==> src/sv/swm_pkg.sv <==
// shared constants and types for the sliding window maximum block
package swm_pkg;

  // default sizes, handed to the top level parameters
  localparam int unsigned WINDOW_MAX_DEF   = 32;
  localparam int unsigned SAMPLE_WIDTH_DEF = 16;

  // configuration register file
  localparam int unsigned CFG_W            = 6;
  localparam int unsigned PADDR_W          = 2;
  localparam int unsigned PDATA_W          = 32;
  localparam logic [PADDR_W-1:0] ADDR_WINDOW_SIZE = 2'd0;
  localparam logic [CFG_W-1:0]   WINDOW_SIZE_RST  = 6'd3;
  localparam logic [CFG_W-1:0]   SEEN_SAT         = '1;

  // per-transaction control broadcast to every cell
  typedef struct packed {
    logic             step;         // shift the chain and take the new sample
    logic             clear;        // drop all candidates without shifting
    logic             first;        // start of a new sequence
    logic [CFG_W-1:0] window_size;  // current window length
  } swm_ctrl_t;

  typedef enum logic [1:0] {
    ST_IDLE,
    ST_SETTLE,
    ST_DELIVER
  } swm_state_e;

endpackage

==> src/sv/swm_cell.sv <==
// one cell of the sample chain: holds the sample of a fixed age and its candidate flag
module swm_cell
  import swm_pkg::*;
#(
  parameter int unsigned SampleWidth = SAMPLE_WIDTH_DEF,
  parameter int unsigned CellIndex   = 0
) (
  input  logic                   clk_i,
  input  logic                   rst_ni,
  input  swm_ctrl_t              ctrl_i,
  input  logic [SampleWidth-1:0] sample_i,
  input  logic [SampleWidth-1:0] prev_val_i,
  input  logic                   prev_cand_i,
  output logic [SampleWidth-1:0] val_o,
  output logic                   cand_o
);

  logic [SampleWidth-1:0] val_q;
  logic                   cand_q;
  logic                   cand_d;
  logic                   greater;
  logic                   in_window;

  // an older sample stays a candidate only while it beats every newer one
  assign greater   = $signed(prev_val_i) > $signed(sample_i);
  assign in_window = 32'(ctrl_i.window_size) > 32'(CellIndex);
  assign cand_d    = (CellIndex == 0) ? prev_cand_i
                   : (prev_cand_i & ~ctrl_i.first & greater & in_window);

  always_ff @(posedge clk_i or negedge rst_ni) begin
    if (!rst_ni) begin
      cand_q <= 1'b0;
    end else if (ctrl_i.step) begin
      cand_q <= cand_d;
    end else if (ctrl_i.clear) begin
      cand_q <= 1'b0;
    end
  end

  always_ff @(posedge clk_i) begin
    if (ctrl_i.step) begin
      val_q <= prev_val_i;
    end
  end

  assign val_o  = val_q;
  assign cand_o = cand_q;

endmodule

==> src/sv/swm_front.sv <==
// registered tree that picks the oldest candidate of the chain
module swm_front
  import swm_pkg::*;
#(
  parameter int unsigned WindowMax   = WINDOW_MAX_DEF,
  parameter int unsigned SampleWidth = SAMPLE_WIDTH_DEF
) (
  input  logic                   clk_i,
  input  logic                   rst_ni,
  input  logic [WindowMax-1:0]   cand_i,
  input  logic [SampleWidth-1:0] val_i [WindowMax],
  output logic [SampleWidth-1:0] front_o
);

  localparam int unsigned Leaves = 1 << $clog2(WindowMax);

  // heap order: node n has children 2n (younger half) and 2n+1 (older half)
  logic [SampleWidth-1:0] tree_val [1:2*Leaves-1];
  logic                   tree_vld [1:2*Leaves-1];

  for (genvar i = 0; i < Leaves; i++) begin : g_leaf
    if (i < WindowMax) begin : g_real
      assign tree_val[Leaves+i] = val_i[i];
      assign tree_vld[Leaves+i] = cand_i[i];
    end else begin : g_pad
      assign tree_val[Leaves+i] = '0;
      assign tree_vld[Leaves+i] = 1'b0;
    end
  end

  for (genvar n = 1; n < Leaves; n++) begin : g_node
    logic [SampleWidth-1:0] val_q;
    logic                   vld_q;

    always_ff @(posedge clk_i or negedge rst_ni) begin
      if (!rst_ni) begin
        vld_q <= 1'b0;
      end else begin
        vld_q <= tree_vld[2*n] | tree_vld[2*n+1];
      end
    end

    // older side wins whenever it holds a candidate
    always_ff @(posedge clk_i) begin
      val_q <= tree_vld[2*n+1] ? tree_val[2*n+1] : tree_val[2*n];
    end

    assign tree_val[n] = val_q;
    assign tree_vld[n] = vld_q;
  end

  assign front_o = tree_val[1];

endmodule

==> src/sv/sliding_window_max.sv <==
// top level of the sliding window maximum filter
//
//   channel   direction  handshake                 payload
//   input     in         in_valid_i / in_stall_o   sample_i, first_i
//   output    out        out_valid_o / out_stall_i window_max_o
//   config    in/out     apb psel/penable/pready   paddr, pwdata, prdata
//
// a transaction goes into the cell chain; one that gives a result then waits in the
// settle state for the front-select tree and in the deliver state to load the output
// register, while one without a result leaves the sample input free
// reset clears the candidate flags, the seen count and the state machine; the
// window length register resets to 3
// a stalled output holds its result while the next sample is already taken in
module sliding_window_max
  import swm_pkg::*;
#(
  parameter int unsigned WindowMax   = WINDOW_MAX_DEF,
  parameter int unsigned SampleWidth = SAMPLE_WIDTH_DEF
) (
  input  logic                   clk_i,
  input  logic                   rst_ni,
  // sample stream
  input  logic                   in_valid_i,
  output logic                   in_stall_o,
  input  logic [SampleWidth-1:0] sample_i,
  input  logic                   first_i,
  // result stream
  output logic                   out_valid_o,
  input  logic                   out_stall_i,
  output logic [SampleWidth-1:0] window_max_o,
  // configuration port
  input  logic                   psel,
  input  logic                   penable,
  input  logic                   pwrite,
  input  logic [PADDR_W-1:0]     paddr,
  input  logic [PDATA_W-1:0]     pwdata,
  output logic [PDATA_W-1:0]     prdata,
  output logic                   pready
);

  // tree latency and counter widths
  localparam int unsigned TreeDepth = $clog2(WindowMax);
  localparam int unsigned DepthW    = (TreeDepth > 0) ? $clog2(TreeDepth + 1) : 1;
  localparam int unsigned SizeBits  = $clog2(WindowMax + 1);
  localparam int unsigned CntW      = (SizeBits > CFG_W) ? SizeBits : CFG_W;

  // ---------------------------------------------------------------------------
  // configuration register
  // ---------------------------------------------------------------------------
  logic [CFG_W-1:0] window_size_q;
  logic             cfg_write;

  assign pready    = 1'b1;
  assign cfg_write = psel & penable & pwrite & pready & (paddr == ADDR_WINDOW_SIZE);
  assign prdata    = (paddr == ADDR_WINDOW_SIZE) ? PDATA_W'(window_size_q) : '0;

  always_ff @(posedge clk_i or negedge rst_ni) begin
    if (!rst_ni) begin
      window_size_q <= WINDOW_SIZE_RST;
    end else if (cfg_write) begin
      window_size_q <= pwdata[CFG_W-1:0];
    end
  end

  // ---------------------------------------------------------------------------
  // transaction control and seen count
  // ---------------------------------------------------------------------------
  swm_state_e      state_q, state_d;
  logic [DepthW-1:0] wait_q, wait_d;
  logic [CFG_W-1:0]  seen_q, seen_d;
  logic [CFG_W-1:0]  seen_base, seen_inc;
  logic [CntW-1:0]   size_ext, size_eff;
  logic              size_nz;
  logic              in_accept;
  logic              emit;
  logic              load_out;
  swm_ctrl_t         ctrl;

  assign in_accept = in_valid_i & ~in_stall_o;
  assign size_nz   = (window_size_q != '0);

  // lengths above the chain depth act as the full chain
  assign size_ext = CntW'(window_size_q);
  assign size_eff = (size_ext > CntW'(WindowMax)) ? CntW'(WindowMax) : size_ext;

  // seen count restarts on a sequence mark and saturates
  assign seen_base = first_i ? '0 : seen_q;
  assign seen_inc  = (seen_base == SEEN_SAT) ? seen_base : seen_base + 1'b1;
  assign emit      = size_nz & (CntW'(seen_inc) >= size_eff);
  assign seen_d    = !in_accept ? seen_q : (size_nz ? seen_inc : seen_base);

  always_ff @(posedge clk_i or negedge rst_ni) begin
    if (!rst_ni) begin
      seen_q <= '0;
    end else begin
      seen_q <= seen_d;
    end
  end

  // a zero window leaves the chain alone, apart from the clear of a sequence mark
  assign ctrl.step        = in_accept & size_nz;
  assign ctrl.clear       = in_accept & first_i & ~size_nz;
  assign ctrl.first       = first_i;
  assign ctrl.window_size = window_size_q;

  // ---------------------------------------------------------------------------
  // state machine: settle the tree, then hand the front to the output register
  // ---------------------------------------------------------------------------
  always_ff @(posedge clk_i or negedge rst_ni) begin
    if (!rst_ni) begin
      state_q <= ST_IDLE;
      wait_q  <= '0;
    end else begin
      state_q <= state_d;
      wait_q  <= wait_d;
    end
  end

  always_comb begin
    state_d    = state_q;
    wait_d     = wait_q;
    load_out   = 1'b0;
    in_stall_o = 1'b1;
    unique case (state_q)
      ST_IDLE: begin
        in_stall_o = 1'b0;
        if (in_valid_i && emit) begin
          if (TreeDepth == 0) begin
            state_d = ST_DELIVER;
          end else begin
            state_d = ST_SETTLE;
            wait_d  = DepthW'(TreeDepth);
          end
        end
      end
      ST_SETTLE: begin
        wait_d = wait_q - 1'b1;
        if (wait_q == DepthW'(1)) begin
          state_d = ST_DELIVER;
        end
      end
      ST_DELIVER: begin
        // wait until the output register is free or being emptied
        if (!out_valid_o || !out_stall_i) begin
          load_out = 1'b1;
          state_d  = ST_IDLE;
        end
      end
      default: begin
        state_d = ST_IDLE;
      end
    endcase
  end

  // ---------------------------------------------------------------------------
  // cell chain: cell k holds the sample of age k
  // ---------------------------------------------------------------------------
  logic [SampleWidth-1:0] cell_val [WindowMax];
  logic [WindowMax-1:0]   cell_cand;

  for (genvar k = 0; k < WindowMax; k++) begin : g_cell
    logic [SampleWidth-1:0] prev_val;
    logic                   prev_cand;

    if (k == 0) begin : g_head
      // the new sample always joins as the youngest candidate
      assign prev_val  = sample_i;
      assign prev_cand = 1'b1;
    end else begin : g_body
      assign prev_val  = cell_val[k-1];
      assign prev_cand = cell_cand[k-1];
    end

    swm_cell #(
      .SampleWidth (SampleWidth),
      .CellIndex   (k)
    ) u_cell (
      .clk_i       (clk_i),
      .rst_ni      (rst_ni),
      .ctrl_i      (ctrl),
      .sample_i    (sample_i),
      .prev_val_i  (prev_val),
      .prev_cand_i (prev_cand),
      .val_o       (cell_val[k]),
      .cand_o      (cell_cand[k])
    );
  end

  // front of the queue is the oldest surviving candidate
  logic [SampleWidth-1:0] front;

  swm_front #(
    .WindowMax   (WindowMax),
    .SampleWidth (SampleWidth)
  ) u_front (
    .clk_i   (clk_i),
    .rst_ni  (rst_ni),
    .cand_i  (cell_cand),
    .val_i   (cell_val),
    .front_o (front)
  );

  // ---------------------------------------------------------------------------
  // output register
  // ---------------------------------------------------------------------------
  logic                   out_valid_q;
  logic [SampleWidth-1:0] out_max_q;

  always_ff @(posedge clk_i or negedge rst_ni) begin
    if (!rst_ni) begin
      out_valid_q <= 1'b0;
    end else if (load_out) begin
      out_valid_q <= 1'b1;
    end else if (!out_stall_i) begin
      out_valid_q <= 1'b0;
    end
  end

  always_ff @(posedge clk_i) begin
    if (load_out) begin
      out_max_q <= front;
    end
  end

  assign out_valid_o  = out_valid_q;
  assign window_max_o = out_max_q;

endmodule

==> config.mk <==
export PLATFORM = sky130hd
export DESIGN_NAME = sliding_window_max
export DESIGN_NICKNAME = d
export VERILOG_FILES = /design/src/sv/swm_pkg.sv /design/src/sv/swm_cell.sv /design/src/sv/swm_front.sv /design/src/sv/sliding_window_max.sv
export SDC_FILE = /design/constraint.sdc
export NUM_CORES = 2
export LEC_CHECK = 0
export BUFFER_PORTS_ARGS = -buffer_cell sky130_fd_sc_hd__buf_2
export CORE_ASPECT_RATIO = 0.8
export CORE_MARGIN = 4
export CORE_UTILIZATION = 62
export DETAILED_ROUTE_END_ITERATION = 12
export PLACE_DENSITY = 0.89
export SKIP_CTS_REPAIR_TIMING = 1
export SLEW_MARGIN = 20
export SYNTH_ARGS = -nofsm -noshare
export SYNTH_HDL_FRONTEND = slang
export SYNTH_SLANG_ARGS = --single-unit
==> constraint.sdc <==
create_clock -name clk_i -period 39.9 [get_ports clk_i]
set_input_delay 1.995 -clock clk_i [delete_from_list [all_inputs] [get_ports clk_i]]
set_output_delay 1.995 -clock clk_i [all_outputs]
set_load 0.05 [all_outputs]
==> results.json <==
{
  "h-tree-depth": 3,
  "final_cell_mix": "edfxtp_1, ha_1, dfxtp_1",
  "grt_max_degree": 86,
  "synth-seq-cells": 1100,
  "startpoint": "in_valid_i",
  "antenna_found_initial": 8,
  "tightestPinTransition_ps": 1110,
  "layout_commonest_cell": "edfxtp_1",
  "ff2ff_path_depth": 5,
  "timing.rr.end": "g_cell[8].u_cell.val_o[0]$_DFFE_PP_",
  "layoutNonFillerInstCount": 4481,
  "crit_chain": "buf_2 > or3b_2 > a21oi_4 > buf_4 > buf_4 > buf_6",
  "synth.avg_cell_area_um2": 14.1,
  "die_area_mm2": 0.0791,
  "run_status": "finished clean",
  "ir_drop_mv": 0.0480,
  "max_slew_margin": 0.258,
  "final_net_count": 3955,
  "skew_ps": 15.1,
  "drtIter0Drc": 3305,
  "whs_endpoint": "window_max_o[11]$_DFFE_PP_",
  "area_growth_pct": 9.99,
  "hold_class": "reg -> reg",
  "path_clk_slew_ps": 60,
  "pwr-share-clk": 0.286,
  "rows": 89,
  "reg2reg_slack_ps": 34970,
  "cts_buffer_depth": 3,
  "setup_tns_ps": 0,
  "detail_route.first_pass.iterations": 6,
  "synth_area_mm2": 0.0463,
  "slowest_delay_ps": 890,
  "layout_setup_ws_ps": 34120,
  "n_fill_cell": 4651,
  "drt_wl_total_mm": 113,
  "placeableCoreArea_mm2": 0.0738,
  "worst_ep_required_time_ps": 40190,
  "antenna_cells": 0,
  "fp.dieW_um": 313,
  "clockRootBuffer": "clkbuf_16",
  "power.density_mw_per_mm2": 65.7,
  "cp-end-kind": "flop",
  "num_vias": 28400,
  "dp_slack_ps": 33250,
  "critPathTopFamily": "buffers and inverters",
  "rsz0062_at_grt": "false",
  "setup_violations": 0,
  "drive_gt1_frac": 0.222,
  "max_cap_viol_count": 0,
  "start_kind": "input port",
  "worstSkewPairLatency_ps": 670,
  "numPlacedInstances": 4293,
  "dp_hpwl_mm": 73.9,
  "hp-start": "u_front.front_o[11]$_DFF_P_",
  "worstSetupPathType": "in -> reg",
  "combPwrFrac": 0.192,
  "yosys_warnings": 0,
  "num_io_pins": 109,
  "place.gp.congestion": 0.906,
  "cts_tree": "built",
  "postSynth.asyncResetShare": 0.0691,
  "final_core_util": 0.689,
  "synth_cell_types": 75,
  "p_leak_nw": 20.5,
  "synth_edf_count": 528,
  "critPathBufInv": 4,
  "syn_inst": 3285,
  "synth_flop_cell": "edfxtp_1",
  "power_switching_share": 0.299,
  "max_clock_freq_ghz": 0.173,
  "r2r_start": "size_ext[1]$_DFFE_PN1P_",
  "crit_fanout": 85,
  "arrival_ps": 6070,
  "p_seq_frac": 0.522,
  "grt_pass1_vias": 28400,
  "detail-route-antenna-nets": 0,
  "whs_path_depth": 0,
  "grt_usage": 0.282,
  "port_buffers": 55,
  "maxSlewViolCount": 0,
  "routedWlPerCell_um": 25.2,
  "fin_crit_sh": 0.145,
  "finish.instance_area_mm2": 0.0509,
  "clock-sinks": 1100,
  "hold_viol_final": 0,
  "path_common_cell": "buf_4",
  "die_h_um": 252,
  "intPower_mw": 2.35,
  "cts_buffers": 99,
  "yosysSeqAreaShare": 0.599,
  "switchingPower_mw": 1.00,
  "cpMaxStageDelayCell": "buf_4",
  "post-route-min-period_ps": 5780,
  "placed_area_mm2": 0.0476,
  "routed_via_density": 6.33,
  "initial_core_util": 0.627,
  "grt-ovfl-total": 0,
  "grt_pass1_wl_mm": 169,
  "drc": 0
}
-- Yosys cell counts, drive strengths merged, types with 4 or more instances --
cell type,n,area share
dfxtp,496,0.21
a221o,4,0.00087
buf,46,0.0063
o21a,8,0.0013
o311ai,13,0.0025
xor2,4,0.00076
a211oi,11,0.0020
or2,33,0.0045
nand2b,11,0.0015
o211ai,27,0.0044
o21bai,4,0.00065
o21ai,94,0.011
nor3,21,0.0023
a31oi,18,0.0024
or3,10,0.0014
a21o,87,0.014
nor4,13,0.0021
o211a,4,0.00087
o31ai,8,0.0013
mux2,488,0.12
and3,5,0.00068
dfrtp,74,0.040
o2111ai,9,0.0017
and4,6,0.0011
inv,78,0.0063
ha,504,0.14
edfxtp,528,0.34
a22o,6,0.0011
nor2b,31,0.0042
clkbuf,57,0.0046
nand3,34,0.0037
nand2,144,0.012
a2111oi,5,0.00095
mux2i,19,0.0041
or4,6,0.00097
nor2,57,0.0049
nand4,100,0.014
and2,9,0.0012
a211o,10,0.0019
o22ai,4,0.00054
a21oi,173,0.019
-- routing by layer --
metal,GRT usage,vias to the layer above,share of wire
li1,-,12600,-
met1,0.407,14000,0.43
met2,0.413,1430,0.42
met3,0.0723,299,0.11
met4,0.108,6,0.039
met5,0,-,0.00031
-- how the worst max path moves through the flow --
| stage | to | cells after the start |
|---|---|---|
| finish | g_cell[8].u_cell.val_o[0]$_DFFE_PP_ | 6 |
| global route | g_cell[15].u_cell.val_o[10]$_DFFE_PP_ | 6 |
| CTS | g_cell[11].u_cell.val_o[6]$_DFFE_PP_ | 6 |
| detailed placement | g_cell[9].u_cell.val_o[10]$_DFFE_PP_ | 6 |
| global placement | g_cell[9].u_cell.val_o[11]$_DFFE_PP_ | 6 |
| floorplan | seen_q[2]$_DFFE_PN0P_ | 3 |
-- power by group through the flow --
stage               logic (mW)  registers [mW]  clock network (mW)
global route             0.703            1.77                1.00
finish                   0.643            1.75               0.956
floorplan                0.447            1.81                   0
detailed placement       0.616            1.76                   0
global placement         0.584            1.74                   0
CTS                      0.633            1.74               0.960
-- area by class of cell --
class	count	area (um^2)	area share
clock buffers	158	3000	0.0589
multi-input cells	2028	17900	0.351
clock inverters	30	264	0.00519
inverters	79	297	0.00583
flip-flops and latches	1100	27700	0.544
well taps	1001	1250	0.0246
repair buffers	85	507	0.00996
-- state kept, by name, summed over array words and instances (netlist names) --
name / flops
state_q: 2
out_valid_o: 1
size_ext: 6
u_front.front_o: 16
wait_q: 3
u_front.g_node.val_q: 480
u_front.g_node.vld_q: 26
seen_q: 6
window_max_o: 16
g_cell.u_cell.cand_o: 32
g_cell.u_cell.val_o: 512
-- metrics by stage --
step                hold WS (ps)  power, mW
floorplan                    386       2.25
global placement             388       2.32
detailed placement           389       2.37
CTS                          403       3.33
global route                 414       3.48
finish                       404       3.35
-- kinds of logic (layout without fill, tap and decap cells) --
family,after synthesis,in the layout,share of synthesized area
AO/OA/AOI/OAI,498,498,0.0687
flip-flops,1100,1100,0.599
multiplexers,507,507,0.123
buffers and inverters,182,352,0.0173
other,2,27,0.000162
XOR/XNOR,5,5,0.000947
adder cells (fa/ha/maj),504,504,0.136
AND/OR/NAND/NOR,487,487,0.0551
Power figures use the tool's default switching activity.
